$ cat src/hdl/gts_pkg.sv
// ----------------------------------------------------------------------------
// gts_pkg: shared types and constants
// Widths, codes and helpers for the two-deme stochastic step engine.
// ----------------------------------------------------------------------------
package gts_pkg;

   localparam int CFG_W   = 36;   // Q4.32 rate registers
   localparam int CAP_W   = 16;   // carrying capacities
   localparam int RATE_W  = 40;   // one reaction rate, Q24.16
   localparam int SUM_W   = 44;   // exact sum of twelve rates
   localparam int TIME_W  = 48;   // simulated time, Q32.16
   localparam int FRAC_W  = 32;
   localparam int MA_W    = 36;   // multiplier operand a
   localparam int MB_W    = 32;   // multiplier operand b
   localparam int PROD_W  = MA_W + MB_W;
   localparam int LOG_W   = 38;   // ln value, Q6.32
   localparam int DIV_RW  = SUM_W;
   localparam int DIV_QW  = LOG_W;
   localparam int DIV_CW  = 6;

   localparam logic [MB_W-1:0]   LN2_Q32  = 32'd2977044472;
   localparam logic [RATE_W-1:0] RATE_MAX = {RATE_W{1'b1}};
   localparam logic [TIME_W-1:0] TIME_MAX = {TIME_W{1'b1}};
   localparam logic [DIV_CW-1:0] LOGI_ITERS = DIV_CW'(FRAC_W);
   localparam logic [DIV_CW-1:0] TIME_ITERS = DIV_CW'(DIV_QW);

   typedef enum logic [0:0] {
      FUNC_START = 1'b0,
      FUNC_STEP  = 1'b1
   } func_type;

   typedef enum logic [1:0] {
      ST_STEP    = 2'd0,
      ST_START   = 2'd1,
      ST_EXTINCT = 2'd2,
      ST_ZERO    = 2'd3
   } status_type;

   typedef enum logic [2:0] {
      CSR_WILD_FIT  = 3'd0,
      CSR_WILD_DTH  = 3'd1,
      CSR_MUT_FIT   = 3'd2,
      CSR_MUT_DTH   = 3'd3,
      CSR_S2L_RATE  = 3'd4,
      CSR_L2S_RATE  = 3'd5,
      CSR_LARGE_CAP = 3'd6,
      CSR_SMALL_CAP = 3'd7
   } csr_type;

   typedef enum logic [3:0] {
      RX_WL_BIRTH = 4'd0,
      RX_WL_DEATH = 4'd1,
      RX_WS_BIRTH = 4'd2,
      RX_WS_DEATH = 4'd3,
      RX_ML_BIRTH = 4'd4,
      RX_ML_DEATH = 4'd5,
      RX_MS_BIRTH = 4'd6,
      RX_MS_DEATH = 4'd7,
      RX_WILD_L2S = 4'd8,
      RX_WILD_S2L = 4'd9,
      RX_MUT_L2S  = 4'd10,
      RX_MUT_S2L  = 4'd11
   } reaction_type;

   // launch request for the serial divider
   typedef struct packed {
      logic              start;
      logic [DIV_RW-1:0] rem0;
      logic [DIV_QW-1:0] dvd0;
      logic [DIV_RW-1:0] divisor;
      logic [DIV_CW-1:0] iters;
   } div_req_type;

   function automatic logic [RATE_W-1:0] cap_rate(input logic [PROD_W-17:0] v);
      if (v > (PROD_W-16)'(RATE_MAX)) return RATE_MAX;
      return RATE_W'(v);
   endfunction

endpackage

$ cat src/hdl/gts_mul.sv
// ----------------------------------------------------------------------------
// gts_mul: shared multiplier
// One 36x32 unsigned product, registered at its output.
// ----------------------------------------------------------------------------
module gts_mul
   import gts_pkg::*;
(
   input  logic              clock,
   input  logic [MA_W-1:0]   op_a,
   input  logic [MB_W-1:0]   op_b,
   output logic [PROD_W-1:0] prod
);

   logic [PROD_W-1:0] prod_ff;
   logic [PROD_W-1:0] prod_in;

   assign prod_in = PROD_W'(op_a) * PROD_W'(op_b);

   always_ff @(posedge clock) begin
      prod_ff <= prod_in;
   end

   assign prod = prod_ff;

endmodule

$ cat config.mk
export PLATFORM = sky130hd
export DESIGN_NAME = gts_mul
export DESIGN_NICKNAME = d
export VERILOG_FILES = /design/src/hdl/gts_pkg.sv /design/src/hdl/gts_mul.sv
export SDC_FILE = /design/constraint.sdc
export NUM_CORES = 2
export LEC_CHECK = 0
export BUFFER_PORTS_ARGS = -buffer_cell sky130_fd_sc_hd__buf_2
export CORE_AREA = 8 8 261 263
export DETAILED_ROUTE_END_ITERATION = 8
export DIE_AREA = 0 0 269 271
export GPL_ROUTABILITY_DRIVEN = 0
export GPL_TIMING_DRIVEN = 1
export PLACE_DENSITY = 0.87
export SLEW_MARGIN = 40
export SYNTH_ARGS = -nofsm -noshare
export SYNTH_HDL_FRONTEND = slang
export SYNTH_SLANG_ARGS = --single-unit
$ cat constraint.sdc
create_clock -name clock -period 7.4 [get_ports clock]
set_clock_uncertainty 0.05 [all_clocks]
set_input_delay 0.37 -clock clock [delete_from_list [all_inputs] [get_ports clock]]
set_output_delay 0.37 -clock clock [all_outputs]
set_load 0.005 [all_outputs]
==> impl_metrics.json <==
{
  "ys_seq_area_share_pct": 3.57,
  "seq_area_um2": 1360,
  "overflow": 0,
  "hold_end": "prod[0]",
  "grt_usage_pct": 31.8,
  "route.detailed.drc": 0,
  "die_w_um": 269,
  "wire_per_inst_um": 21.1,
  "most-common-layout-cells": "1000 x fa_1, 976 x inv_1, 716 x nand2_1",
  "avgViaCountPerCell": 5.78,
  "postRouteAntennaNets": 0,
  "ys_ff_latch": 68,
  "antenna_found_initial": 2,
  "synthCells": 4195,
  "syn-num-nets": 5547,
  "rows": 93,
  "endpoint_kind": "register",
  "finalCoreUtilization_pct": 67.1,
  "grt_pass1_wl_um": 181000,
  "multiInputGateArea_um2": 32400,
  "ios": 137,
  "numCtsBuffers": 9,
  "nets": 5837,
  "clk_path_buf_depth": 2,
  "cts_hold_buf": 0,
  "setup.worst_path.start": "op_a[20]",
  "io_buffers": 136,
  "required_ns": 7.57,
  "status": "complete, no violations",
  "cap_viol_max_count": 0,
  "yosysWarnings": 0,
  "drive_above_1_share_pct": 13.7,
  "root_buffer": "clkbuf_16",
  "drt_wl_total_um": 113000,
  "rsz0062_at_grt": "true",
  "min-delay-start": "op_b[0]",
  "synth_ff_type": "dfxtp_1",
  "cp.arrival_ns": 7.54,
  "coreArea_um2": 63900,
  "grt_max_degree": 31,
  "vias": 30900,
  "fmax_mhz": 136,
  "placed_cell_area_um2": 42000,
  "min_path_cells": 3,
  "synth_edf_count": 0,
  "largest_register_ff_count": 68,
  "crit_type": "input pin to register",
  "async_flop_share_pct": 0,
  "initial_core_util_pct": 59.6,
  "grt_pass1_vias": 35400,
  "drtIter0Drc": 2710,
  "syn_to_final_growth_pct": 12.6,
  "die_y_um": 271,
  "syn_avg_cell_area_um2": 9.08,
  "hp-class": "input pin to register",
  "hpwl_um": 95400,
  "fin_area_um2": 42900,
  "finalCritPeriodShare_pct": 99.7,
  "hold_viol": 0,
  "first_pass_iters": 8,
  "synth.distinct_cells": 62,
  "max-slew-margin-rel_pct": 57.8,
  "hold_ws_ns": 0.765,
  "fillers": 4294,
  "final_common_cell": "fa_1",
  "tightest_slew_ns": 0.633,
  "post-route-min-period_ns": 7.38,
  "fin_setup_tns_ns": 0,
  "startpoint_type": "input pin",
  "crit_fanout": 12,
  "cts.htree.levels": 3,
  "cts.clk_slew.worst_paths_ns": 0.06,
  "cts_tree": "built",
  "slew_violations": 0,
  "die_area_um2": 72900,
  "numClockSinks": 68,
  "syn_area_um2": 38100,
  "setup_violations": 0
}
## cells in the mapped netlist (all sizes together), types with 3 or more instances
| cell type | instances | share of area, % |
|---|---|---|
| nand4 | 17 | 0.30 |
| o21bai | 7 | 0.14 |
| a41oi | 4 | 0.092 |
| a21o | 25 | 0.49 |
| o211ai | 7 | 0.14 |
| nand3 | 12 | 0.16 |
| ha | 267 | 8.8 |
| nor2b | 4 | 0.066 |
| a21boi | 3 | 0.059 |
| xor2 | 24 | 0.55 |
| a211oi | 10 | 0.22 |
| a21oi | 73 | 0.96 |
| clkbuf | 233 | 2.3 |
| dfxtp | 68 | 3.6 |
| o21ai | 48 | 0.63 |
| xnor2 | 40 | 0.92 |
| inv | 979 | 9.7 |
| a31oi | 8 | 0.13 |
| a31o | 4 | 0.092 |
| nor2 | 43 | 0.42 |
| a221oi | 5 | 0.11 |
| o21a | 5 | 0.099 |
| o31ai | 3 | 0.085 |
| and3 | 10 | 0.16 |
| buf | 21 | 0.27 |
| o2111ai | 3 | 0.069 |
| nor4 | 3 | 0.066 |
| nor3 | 11 | 0.14 |
| and2 | 495 | 8.1 |
| nand2 | 717 | 7.1 |
| fa | 1016 | 53 |
## kinds of logic after synthesis
| family | after synthesis | synth area share (%) |
|---|---|---|
| muxes | 2 | 0.0526 |
| AOI/OAI and AO/OA | 221 | 3.75 |
| xor gates and xnor gates | 64 | 1.47 |
| and+or+nand+nor | 1324 | 16.8 |
| adders and majority gates | 1283 | 62.2 |
| DFF | 68 | 3.57 |
| buffers and inverters | 1233 | 12.2 |
## final cells by class
type,count,area share [%]
clock buffer,13,0.584
sequential,68,3.17
multi-input combinational,2894,75.5
antenna,3,0.0175
tap,855,2.49
clock inverter,2,0.0817
timing repair buffer,533,9.57
inverter,979,8.57
## layer usage
layer / GRT usage [%] / vias to the layer above / share of wire, %
met1: 33.6 / 15500 / 31
met2: 54.9 / 1975 / 51
met4: 22.8 / 2 / 9.4
met3: 7.52 / 753 / 9.1
li1: - / 12600 / -
met5: 0 / - / 0.014
## through the flow
step           instances  setup WS [ns]
2_1_floorplan       4195        -0.0145
3_3_place_gp        5321         -0.575
3_5_place_dp        5321         -0.732
4_1_cts             5337        -0.0221
5_1_grt             5344         -0.182
6_report            5347         0.0223
## timing repair
action,4_1_cts,5_1_grt
pin swaps,4,27
setup endpoints to repair,22,29
gates resized for setup,58,79
buffers inserted,1,7
gates cloned,0,0
## how the worst max path moves through the flow
stage / cells after the start / to
after floorplan: 25 / prod[66]
after global placement: 26 / prod[65]
after detailed placement: 26 / prod[65]
after CTS: 23 / prod[66]
after global routing: 26 / prod[67]
final: 25 / prod[67]
## worst max-delay path, stage by stage
cell and delay (ns):
buf_4 0.22, buf_4 0.25, nand2_1 0.11, fa_1 0.54, inv_1 0.05, fa_1 0.51
fa_1 0.70, fa_1 0.49, fa_1 0.54, fa_1 0.44, fa_1 0.60, ha_1 0.27
ha_1 0.33, buf_4 0.17, nand4_1 0.13, inv_1 0.08, nand4_1 0.09, buf_4 0.18
a2111oi_4 0.40, buf_4 0.22, a211oi_4 0.05, o31ai_4 0.34, a311o_1 0.24, a21oi_2 0.07
xnor2_1 0.12
Power is not shown: default switching activity piles up to over one toggle a cycle in this logic, so the estimate is an artifact.
