## config.mk

```make
export PLATFORM = sky130hd
export DESIGN_NAME = gts_div
export DESIGN_NICKNAME = d
export VERILOG_FILES = /design/src/hdl/gts_pkg.sv /design/src/hdl/gts_div.sv
export SDC_FILE = /design/constraint.sdc
export NUM_CORES = 1
export LEC_CHECK = 0
export BUFFER_PORTS_ARGS = -buffer_cell sky130_fd_sc_hd__clkbuf_2
export CORE_UTILIZATION = 50
export DETAILED_ROUTE_END_ITERATION = 10
export PLACE_DENSITY = 0.79
export SETUP_SLACK_MARGIN = 0.15
export SYNTH_ARGS = -nofsm -noshare
export SYNTH_HDL_FRONTEND = slang
export SYNTH_SLANG_ARGS = --single-unit
```

## constraint.sdc

```tcl
create_clock -name clock -period 10.5 [get_ports clock]
set_input_delay 1.05 -clock clock [delete_from_list [all_inputs] [get_ports clock]]
set_output_delay 1.05 -clock clock [all_outputs]
set_load 0.02 [all_outputs]
```

## src/hdl/gts_pkg.sv

```systemverilog
// ----------------------------------------------------------------------------
// gts_pkg: shared types and constants
// Widths, codes and helpers for the two-deme stochastic step engine.
// ----------------------------------------------------------------------------
package gts_pkg;

   localparam int CFG_W   = 36;   // Q4.32 rate registers
   localparam int CAP_W   = 16;   // carrying capacities
   localparam int RATE_W  = 40;   // one reaction rate, Q24.16
   localparam int SUM_W   = 44;   // exact sum of twelve rates
   localparam int TIME_W  = 48;   // simulated time, Q32.16
   localparam int FRAC_W  = 32;
   localparam int MA_W    = 36;   // multiplier operand a
   localparam int MB_W    = 32;   // multiplier operand b
   localparam int PROD_W  = MA_W + MB_W;
   localparam int LOG_W   = 38;   // ln value, Q6.32
   localparam int DIV_RW  = SUM_W;
   localparam int DIV_QW  = LOG_W;
   localparam int DIV_CW  = 6;

   localparam logic [MB_W-1:0]   LN2_Q32  = 32'd2977044472;
   localparam logic [RATE_W-1:0] RATE_MAX = {RATE_W{1'b1}};
   localparam logic [TIME_W-1:0] TIME_MAX = {TIME_W{1'b1}};
   localparam logic [DIV_CW-1:0] LOGI_ITERS = DIV_CW'(FRAC_W);
   localparam logic [DIV_CW-1:0] TIME_ITERS = DIV_CW'(DIV_QW);

   typedef enum logic [0:0] {
      FUNC_START = 1'b0,
      FUNC_STEP  = 1'b1
   } func_type;

   typedef enum logic [1:0] {
      ST_STEP    = 2'd0,
      ST_START   = 2'd1,
      ST_EXTINCT = 2'd2,
      ST_ZERO    = 2'd3
   } status_type;

   typedef enum logic [2:0] {
      CSR_WILD_FIT  = 3'd0,
      CSR_WILD_DTH  = 3'd1,
      CSR_MUT_FIT   = 3'd2,
      CSR_MUT_DTH   = 3'd3,
      CSR_S2L_RATE  = 3'd4,
      CSR_L2S_RATE  = 3'd5,
      CSR_LARGE_CAP = 3'd6,
      CSR_SMALL_CAP = 3'd7
   } csr_type;

   typedef enum logic [3:0] {
      RX_WL_BIRTH = 4'd0,
      RX_WL_DEATH = 4'd1,
      RX_WS_BIRTH = 4'd2,
      RX_WS_DEATH = 4'd3,
      RX_ML_BIRTH = 4'd4,
      RX_ML_DEATH = 4'd5,
      RX_MS_BIRTH = 4'd6,
      RX_MS_DEATH = 4'd7,
      RX_WILD_L2S = 4'd8,
      RX_WILD_S2L = 4'd9,
      RX_MUT_L2S  = 4'd10,
      RX_MUT_S2L  = 4'd11
   } reaction_type;

   // launch request for the serial divider
   typedef struct packed {
      logic              start;
      logic [DIV_RW-1:0] rem0;
      logic [DIV_QW-1:0] dvd0;
      logic [DIV_RW-1:0] divisor;
      logic [DIV_CW-1:0] iters;
   } div_req_type;

   function automatic logic [RATE_W-1:0] cap_rate(input logic [PROD_W-17:0] v);
      if (v > (PROD_W-16)'(RATE_MAX)) return RATE_MAX;
      return RATE_W'(v);
   endfunction

endpackage

```

## src/hdl/gts_div.sv

```systemverilog
// ----------------------------------------------------------------------------
// gts_div: serial restoring divider
// One quotient bit a cycle; remainder preload allows fractional quotients.
// ----------------------------------------------------------------------------
module gts_div
   import gts_pkg::*;
(
   input  logic              clock,
   input  logic              reset,
   input  div_req_type       req,
   output logic              done,
   output logic [DIV_QW-1:0] quot
);

   logic [DIV_RW-1:0] rem_ff, rem_in;
   logic [DIV_QW-1:0] q_ff, q_in;
   logic [DIV_RW-1:0] div_ff, div_in;
   logic [DIV_CW-1:0] cnt_ff, cnt_in;
   logic              run_ff, run_in;
   logic              done_ff, done_in;
   logic [DIV_RW:0]   trial;
   logic [DIV_RW:0]   diff;
   logic              ge;

   // shift one dividend bit into the partial remainder and try to subtract
   assign trial = {rem_ff, q_ff[DIV_QW-1]};
   assign diff  = trial - {1'b0, div_ff};
   assign ge    = trial >= {1'b0, div_ff};

   always_comb begin
      rem_in  = rem_ff;
      q_in    = q_ff;
      div_in  = div_ff;
      cnt_in  = cnt_ff;
      run_in  = run_ff;
      done_in = 1'b0;
      if (req.start) begin
         rem_in = req.rem0;
         q_in   = req.dvd0;
         div_in = req.divisor;
         cnt_in = req.iters;
         run_in = 1'b1;
      end else if (run_ff) begin
         rem_in = ge ? diff[DIV_RW-1:0] : trial[DIV_RW-1:0];
         q_in   = {q_ff[DIV_QW-2:0], ge};
         cnt_in = cnt_ff - DIV_CW'(1);
         if (cnt_ff == DIV_CW'(1)) begin
            run_in  = 1'b0;
            done_in = 1'b1;
         end
      end
   end

   always_ff @(posedge clock) begin
      rem_ff <= rem_in;
      q_ff   <= q_in;
      div_ff <= div_in;
      cnt_ff <= cnt_in;
      if (reset) begin
         run_ff  <= 1'b0;
         done_ff <= 1'b0;
      end else begin
         run_ff  <= run_in;
         done_ff <= done_in;
      end
   end

   assign done = done_ff;
   assign quot = q_ff;

endmodule
```

==> results of run 1 <==
## layout by cell type, fill, tap and decap left out, types with 3 or more instances in the layout
master	count
clkbuf_16	17
inv_6	4
a31oi_1	6
nor2_1	25
o21a_1	4
edfxtp_1	132
a21o_1	19
xnor2_1	25
or3_1	4
nor4_1	5
o211ai_1	6
clkinv_4	3
a221o_1	4
o21ai_0	34
mux2_2	38
mux2i_1	9
ha_1	46
nand2_1	69
o311ai_1	26
inv_1	59
clkinv_2	3
a211oi_1	4
nand3_1	5
and3_1	4
nand2b_1	6
nor2b_1	10
nand3b_1	29
xor2_1	20
nor3_1	11
o21bai_1	7
a21oi_1	52
nand4_1	13
clkbuf_2	172
## kinds of logic (layout without fill, tap and decap cells)
logic type / count (synthesis) / count (layout)
mux: 47 / 47
simple gates: 189 / 189
buf+inv: 103 / 267
compound gates: 190 / 190
xor+xnor: 45 / 45
flops: 134 / 134
fa+ha+maj: 47 / 47
## final cells by class
cell class,count,area (sq um),share of cell area (%)
flip-flops and latches,134,4000,40.9
multi-input cells,518,3800,38.9
repair buffers,175,887,9.07
clock buffers,19,443,4.53
well taps,216,270,2.76
inverters,60,226,2.32
clock inverters,13,146,1.50
## state kept, by name, summed over array words and instances, names as in the netlist
signal and count:
run_ff 1, cnt_ff 6, div_ff 44, rem_ff 44
quot 38, done 1
## synth_stat cells (7+ instances only)
cell type	instances	area, sq um
a21o_1	19	143
buf_2	8	40.0
nor3_1	11	55.1
a21oi_1	52	260
xor2_1	20	175
mux2_2	38	428
edfxtp_1	132	3960
xnor2_1	25	219
mux2i_1	9	90.1
nor2b_1	10	62.6
clkbuf_1	20	75.1
nand4_1	13	81.3
ha_1	46	576
o21bai_1	7	52.6
inv_1	60	225
o21ai_0	34	170
nor2_1	25	93.8
o311ai_1	26	228
nand3b_1	29	218
nand2_1	69	259
## final timing paths
check | start | endpoint | slack (ns) | cells after the start
hold reg to reg | run_ff | done | 0.53 | 1
setup / recovery | quot[37] | rem_ff[42] | 6.85 | 13
hold / removal | run_ff | done | 0.53 | 1
setup reg to reg | quot[37] | rem_ff[42] | 6.85 | 13
## power by group
group | switching (W) | internal (W) | total [W]
clock network | 0.000240 | 0.000359 | 0.000599
logic | 0.000502 | 0.000349 | 0.000851
registers | 0.0000496 | 0.000709 | 0.000759
total | 0.000791 | 0.00142 | 0.00221
## metrics by stage
step / area (sq um) / total power, W
floorplan: 8250 / 0.00143
global placement: 9190 / 0.00159
detailed placement: 9190 / 0.00161
CTS: 9780 / 0.00222
global route: 9780 / 0.00234
finish: 9780 / 0.00221
## worst register-to-register path, cell delays in order, from the launching register on
cell      delay, ns
edfxtp_1       0.40
inv_1          0.09
ha_1           0.17
inv_1          0.06
fa_1           0.42
a211oi_1       0.26
o311ai_1       0.17
a21oi_2        0.29
a41oi_2        0.22
a31oi_1        0.49
o311ai_1       0.23
a311oi_1       0.31
xor2_1         0.17
o211ai_1       0.10
## routing by layer
metal | vias up | share of wire, % | track usage [%]
li1 | 3128 | - | -
met5 | - | 0 | 0
met1 | 2957 | 45 | 29.3
met2 | 215 | 47 | 38.4
met3 | 18 | 6.9 | 6.76
met4 | 0 | 1.0 | 6.96
==> run_results.csv, run 1 <==
group,metric,value,unit
outcome,status,"finished clean",
cells_and_area,layout-drive-gt1-share,28.1,%
placement,hpwl,13200,um
timing,tns,0,ns
clocking,cts_setup_buffers,0,
floorplanning,die_h,130,um
detailed_routing,dr.pass1.iters,5,
floorplanning,initial_core_util,51.6,%
floorplanning,die_area,17000,sq um
timing,fin_ws,6.85,ns
timing,tightest_slew,1.01,ns
synthesis,yosys_warnings,0,
synthesis,synth_compound_area_share,16.0,%
pwr,power_density,226,nW/um^2
setup_path,crit_path_end_kind,"flip-flop",
setup_path,path_delay_family,"compound AO/OA/AOI/OAI gates",
clocking,cts_buffer_depth,2,
synthesis,seq_area_frac_synth,48.5,%
timing,fin_crit_sh,34.8,%
floorplanning,io_pins,174,
setup_path,cp_max_fo,4,
timing,slew_viol_final,0,
setup_path,startpoint_type,"flip-flop",
timing,whs,0.530,ns
timing,rsz0062_at_grt,"false",
clocking,numCtsBuffers,17,
synthesis,synth_top_family_by_area,"compound AO/OA/AOI/OAI gates",
synthesis,netlist_instances,755,
synthesis,synth_xor_area_share,4.78,%
clocking,ctsHoldBuffers,0,
global_routing,grt_pass1_wl,30200,um
global_routing,antenna_found_initial,0,
floorplanning,fp-row-count,46,
detailed_routing,ant_nets,0,
timing,clock_skew,0.0131,ns
setup_path,cp.required,10.66,ns
synthesis,muxShareOfSynthArea,6.28,%
clocking,ctsRootBufferMaster,"clkbuf_16",
pwr,ir_worst_vdd,122,uV
cells_and_area,area_growth,18.5,%
setup_path,cp_slowest_cell,"a31oi_1",
setup_path,path_cells,"inv_1 > ha_1 > inv_1 > fa_1 > a211oi_1 > o311ai_1 > a21oi_2 > a41oi_2 > a31oi_1 > o311ai_1 > a311oi_1 > xor2_1 > o211ai_1",
synthesis,ys_seq_elements,134,
timing,fmax,274,MHz
synthesis,ys_async_sr_fraction,0,%
timing,relSlewSlack,32.5,%
detailed_routing,drt_iter0_drc,408,
hold_path,hp-class,"reg -> reg",
setup_path,critical-path-max-stage-delay,0.49,ns
clocking,clock_latency,0.42,ns
detailed_routing,drc,0,
synthesis,synthAdderAreaFrac,7.22,%
clocking,clock_sinks,134,
placement,port_buffers,173,
placement,dp.cells,1103,
clocking,cts_htree_levels,4,
synthesis,netlist_area,8250,sq um
cells_and_area,num_antenna_cells,0,
placement,routabilityCongestion,0.932,
detailed_routing,routed-via-count,6318,
placement,place_ws,6.88,ns
detailed_routing,wl_per_cell,16.5,um
setup_path,worstSetupPathType,"reg -> reg",
global_routing,grt_max_degree,118,
cells_and_area,postLayoutCoreUtil,61.1,%
global_routing,grt_util_all_layers,23.1,%
timing,hold_violations,0,
detailed_routing,drt-total-wl,18700,um
floorplanning,core_area,16000,sq um
detailed_routing,routed_via_density,5.57,
timing,setup-violations-final,0,
synthesis,synth_edf_count,132,
clocking,ctsResizeCount,0,
floorplanning,die-width,130,um
global_routing,grt_overflow,0,
synthesis,synth_nets,937,
setup_path,crit_arrival,3.81,ns
synthesis,yosys.area_share.simple,11.8,%
synthesis,syn_avg_cell_area,10.9,sq um
cells_and_area,final_nets,1088,
synthesis,synth-main-ff-cell,"edfxtp_1",
clocking,cts_tree,"done",
cells_and_area,fillers,1367,
pwr,p_leak,4.12,nW
cells_and_area,stdcell_count,1135,
job,maxCapViolations,0,
global_routing,grt_pass1_vias,6303,
synthesis,yosysUniqueCellTypes,67,
timing,min_period,3.65,ns
clocking,clkSlewWorstSetupHoldPaths,0.06,ns
setup_path,crit_buf_inv,2,
No activity file was read; power rests on OpenSTA's default activity.
==> inputs of run 2 (changes only) <==
--- a/config.mk
+++ b/config.mk
@@ -8,7 +8,7 @@
 export BUFFER_PORTS_ARGS = -buffer_cell sky130_fd_sc_hd__clkbuf_2
 export CORE_UTILIZATION = 50
 export DETAILED_ROUTE_END_ITERATION = 10
-export PLACE_DENSITY = 0.79
+export PLACE_DENSITY = 0.82
 export SETUP_SLACK_MARGIN = 0.15
 export SYNTH_ARGS = -nofsm -noshare
 export SYNTH_HDL_FRONTEND = slang
==> constraint.sdc (replaced) <==
create_clock -name clock -period 3 [get_ports clock]
set_input_delay 0.3 -clock clock [delete_from_list [all_inputs] [get_ports clock]]
set_output_delay 0.3 -clock clock [all_outputs]
set_load 0.02 [all_outputs]
==> run 2 against run 1 <==
  * The flow now finishes with violations (setup timing)
  * Core utilization is 7.7 points higher
  * Global-route usage rose by 2.0 points
  * Maximum frequency grew 17%
  * Combinational power grew to 5.0 times the previous value
  * Sequential cell count is the same
  * Power grew to 4.1 times the previous value
  * Non-clock buffer count is 90 higher
  * Critical path type unchanged
  * Largest cell class is now multi-input combinational cells
  * Largest power group unchanged
==> run_results.csv, run 2 (synthesized netlist as in run 1, its figures left out) <==
group,metric,value,unit
timing,fmax,320,MHz
cells_and_area,layout-drive-gt1-share,40.1,%
floorplanning,initial_core_util,51.6,%
placement,placed_cell_area,9700,sq um
clocking,cts_htree_levels,4,
setup_path,crit_arrival,3.31,ns
floorplanning,die_h,130,um
placement,dp.cells,1162,
timing,min_period,3.13,ns
timing,tightest_slew,0.685,ns
timing,fin_crit_sh,104,%
job,maxCapViolations,0,
setup_path,reg2reg_depth,15,
detailed_routing,dr.pass1.iters,6,
floorplanning,fp-row-count,46,
timing,setup-violations-final,8,
clocking,clock_latency,0.43,ns
detailed_routing,routed_via_density,5.64,
floorplanning,io_pins,174,
global_routing,grt_max_degree,112,
global_routing,antenna_found_initial,0,
timing,tns,-0.511,ns
hold_path,hp-class,"in -> reg",
setup_path,cp.required,3.18,ns
timing,slew_viol_final,0,
clocking,numCtsBuffers,17,
outcome,status,"finished, violations left",
timing,hold_violations,0,
floorplanning,core_area,16000,sq um
pwr,power_density,826,nW/um^2
timing,clock_skew,0.0129,ns
clocking,ctsHoldBuffers,0,
cells_and_area,area_growth,33.4,%
cells_and_area,stdcell_count,1226,
placement,place_ws,-0.145,ns
detailed_routing,drc,0,
pwr,p_leak,4.66,nW
cells_and_area,final_cell_area,11000,sq um
global_routing,grt_util_all_layers,25.2,%
clocking,clkSlewWorstSetupHoldPaths,0.07,ns
global_routing,grt_pass1_wl,32700,um
setup_path,worstSetupPathType,"reg -> reg",
global_routing,grt_pass1_vias,6895,
cells_and_area,postLayoutCoreUtil,68.8,%
clocking,clock_sinks,134,
global_routing,grt_overflow,0,
clocking,cts_buffer_depth,2,
outcome,violations,"setup timing",
setup_path,cp_max_fo,3,
timing,relSlewSlack,54.3,%
cells_and_area,final_common_cell,"clkbuf_2",
hold_path,hp-start,"req[45]",
pwr,ir_worst_vdd,541,uV
floorplanning,die_area,17000,sq um
cells_and_area,final_cell_mix,"172 x clkbuf_2, 132 x edfxtp_1, 81 x buf_4",
detailed_routing,wl_per_cell,17.6,um
setup_path,regToRegSetupSlack,-0.13,ns
hold_path,min_to,"div_ff[39]",
clocking,ctsRootBufferMaster,"clkbuf_16",
placement,routabilityCongestion,0.933,
clocking,cts_tree,"done",
floorplanning,die-width,130,um
cells_and_area,num_antenna_cells,0,
timing,rsz0062_at_grt,"true",
detailed_routing,drt-total-wl,21600,um
timing,fin_ws,-0.127,ns
detailed_routing,routed-via-count,6917,
placement,port_buffers,173,
cells_and_area,final_nets,1180,
detailed_routing,ant_nets,0,
detailed_routing,drt_iter0_drc,619,
setup_path,startpoint_type,"flip-flop",
setup_path,crit_path_end_kind,"flip-flop",
hold_path,whs_path_depth,1,
placement,hpwl,13800,um
setup_path,r2r_end,"rem_ff[24]",
setup_path,r2r_start,"quot[37]",
## run 2: changes by cell type in the layout (fill, tap and decap cells not counted), sizes merged
cell	previous run	this run
buf	3	93
clkinv	6	3
o21a	5	7
bufinv	2	3
clkbuf	191	190
clkinvlp	2	3
inv	63	64
## run 2: worst max path at each step
stage / start / endpoint / slack, ns / cells past startpoint
global placement: quot[37] / rem_ff[42] / -0.06 / 13
CTS: quot[37] / rem_ff[24] / -0.05 / 15
global route: quot[37] / rem_ff[24] / -0.26 / 15
floorplan: quot[37] / rem_ff[42] / -0.09 / 13
detailed placement: quot[37] / rem_ff[42] / -0.14 / 13
finish: quot[37] / rem_ff[24] / -0.13 / 15
## run 2: area by class of cell
class | instances | area (sq um)
Clock inverter | 13 | 171
Sequential cell | 134 | 4000
Multi-Input combinational cell | 520 | 4270
Timing Repair Buffer | 265 | 1640
Tap cell | 216 | 270
Clock buffer | 18 | 429
Fill cell | 1178 | 4990
Inverter | 60 | 229
## run 2: where the power goes
part | internal (W) | switching, W | total (W)
Combinational | 0.00197 | 0.00227 | 0.00424
Sequential | 0.00248 | 0.000198 | 0.00268
Clock | 0.00132 | 0.000860 | 0.00218
Total | 0.00577 | 0.00332 | 0.00909
## run 2: worst max-delay path, cell delays in order (launching register included)
cell,delay [ns]
edfxtp_1,0.40
inv_1,0.09
ha_2,0.18
inv_2,0.04
fa_2,0.38
a211oi_4,0.22
o311ai_2,0.13
a21oi_2,0.23
buf_4,0.15
o221ai_4,0.10
a21oi_2,0.17
o21a_1,0.18
o21ai_1,0.10
xnor2_1,0.15
nor3_1,0.06
a221o_1,0.28
## run 2: per-layer routing
metal / part of all wire, % / track usage [%] / up-vias
met5: 0 / 0 / -
met4: 2.9 / 10.2 / 0
met3: 7.8 / 7.82 / 58
met2: 49 / 42.1 / 303
met1: 41 / 30.3 / 3243
li1: - / - / 3313
## run 2: what timing repair did
action                                  CTS  global route
endpoints found under the setup margin   45            45
endpoints found under the hold margin     0             0
pin swaps                                21            15
resized for setup                        40            45
gates cloned                              2             0
buffers inserted                         24             7
## run 2: metrics by stage
step	hold WS, ns	total power [W]
after floorplan	0.379	0.00502
after global placement	0.476	0.00600
after detailed placement	0.479	0.00607
after CTS	0.0248	0.00864
after global routing	0.0239	0.00953
final	0.0353	0.00909
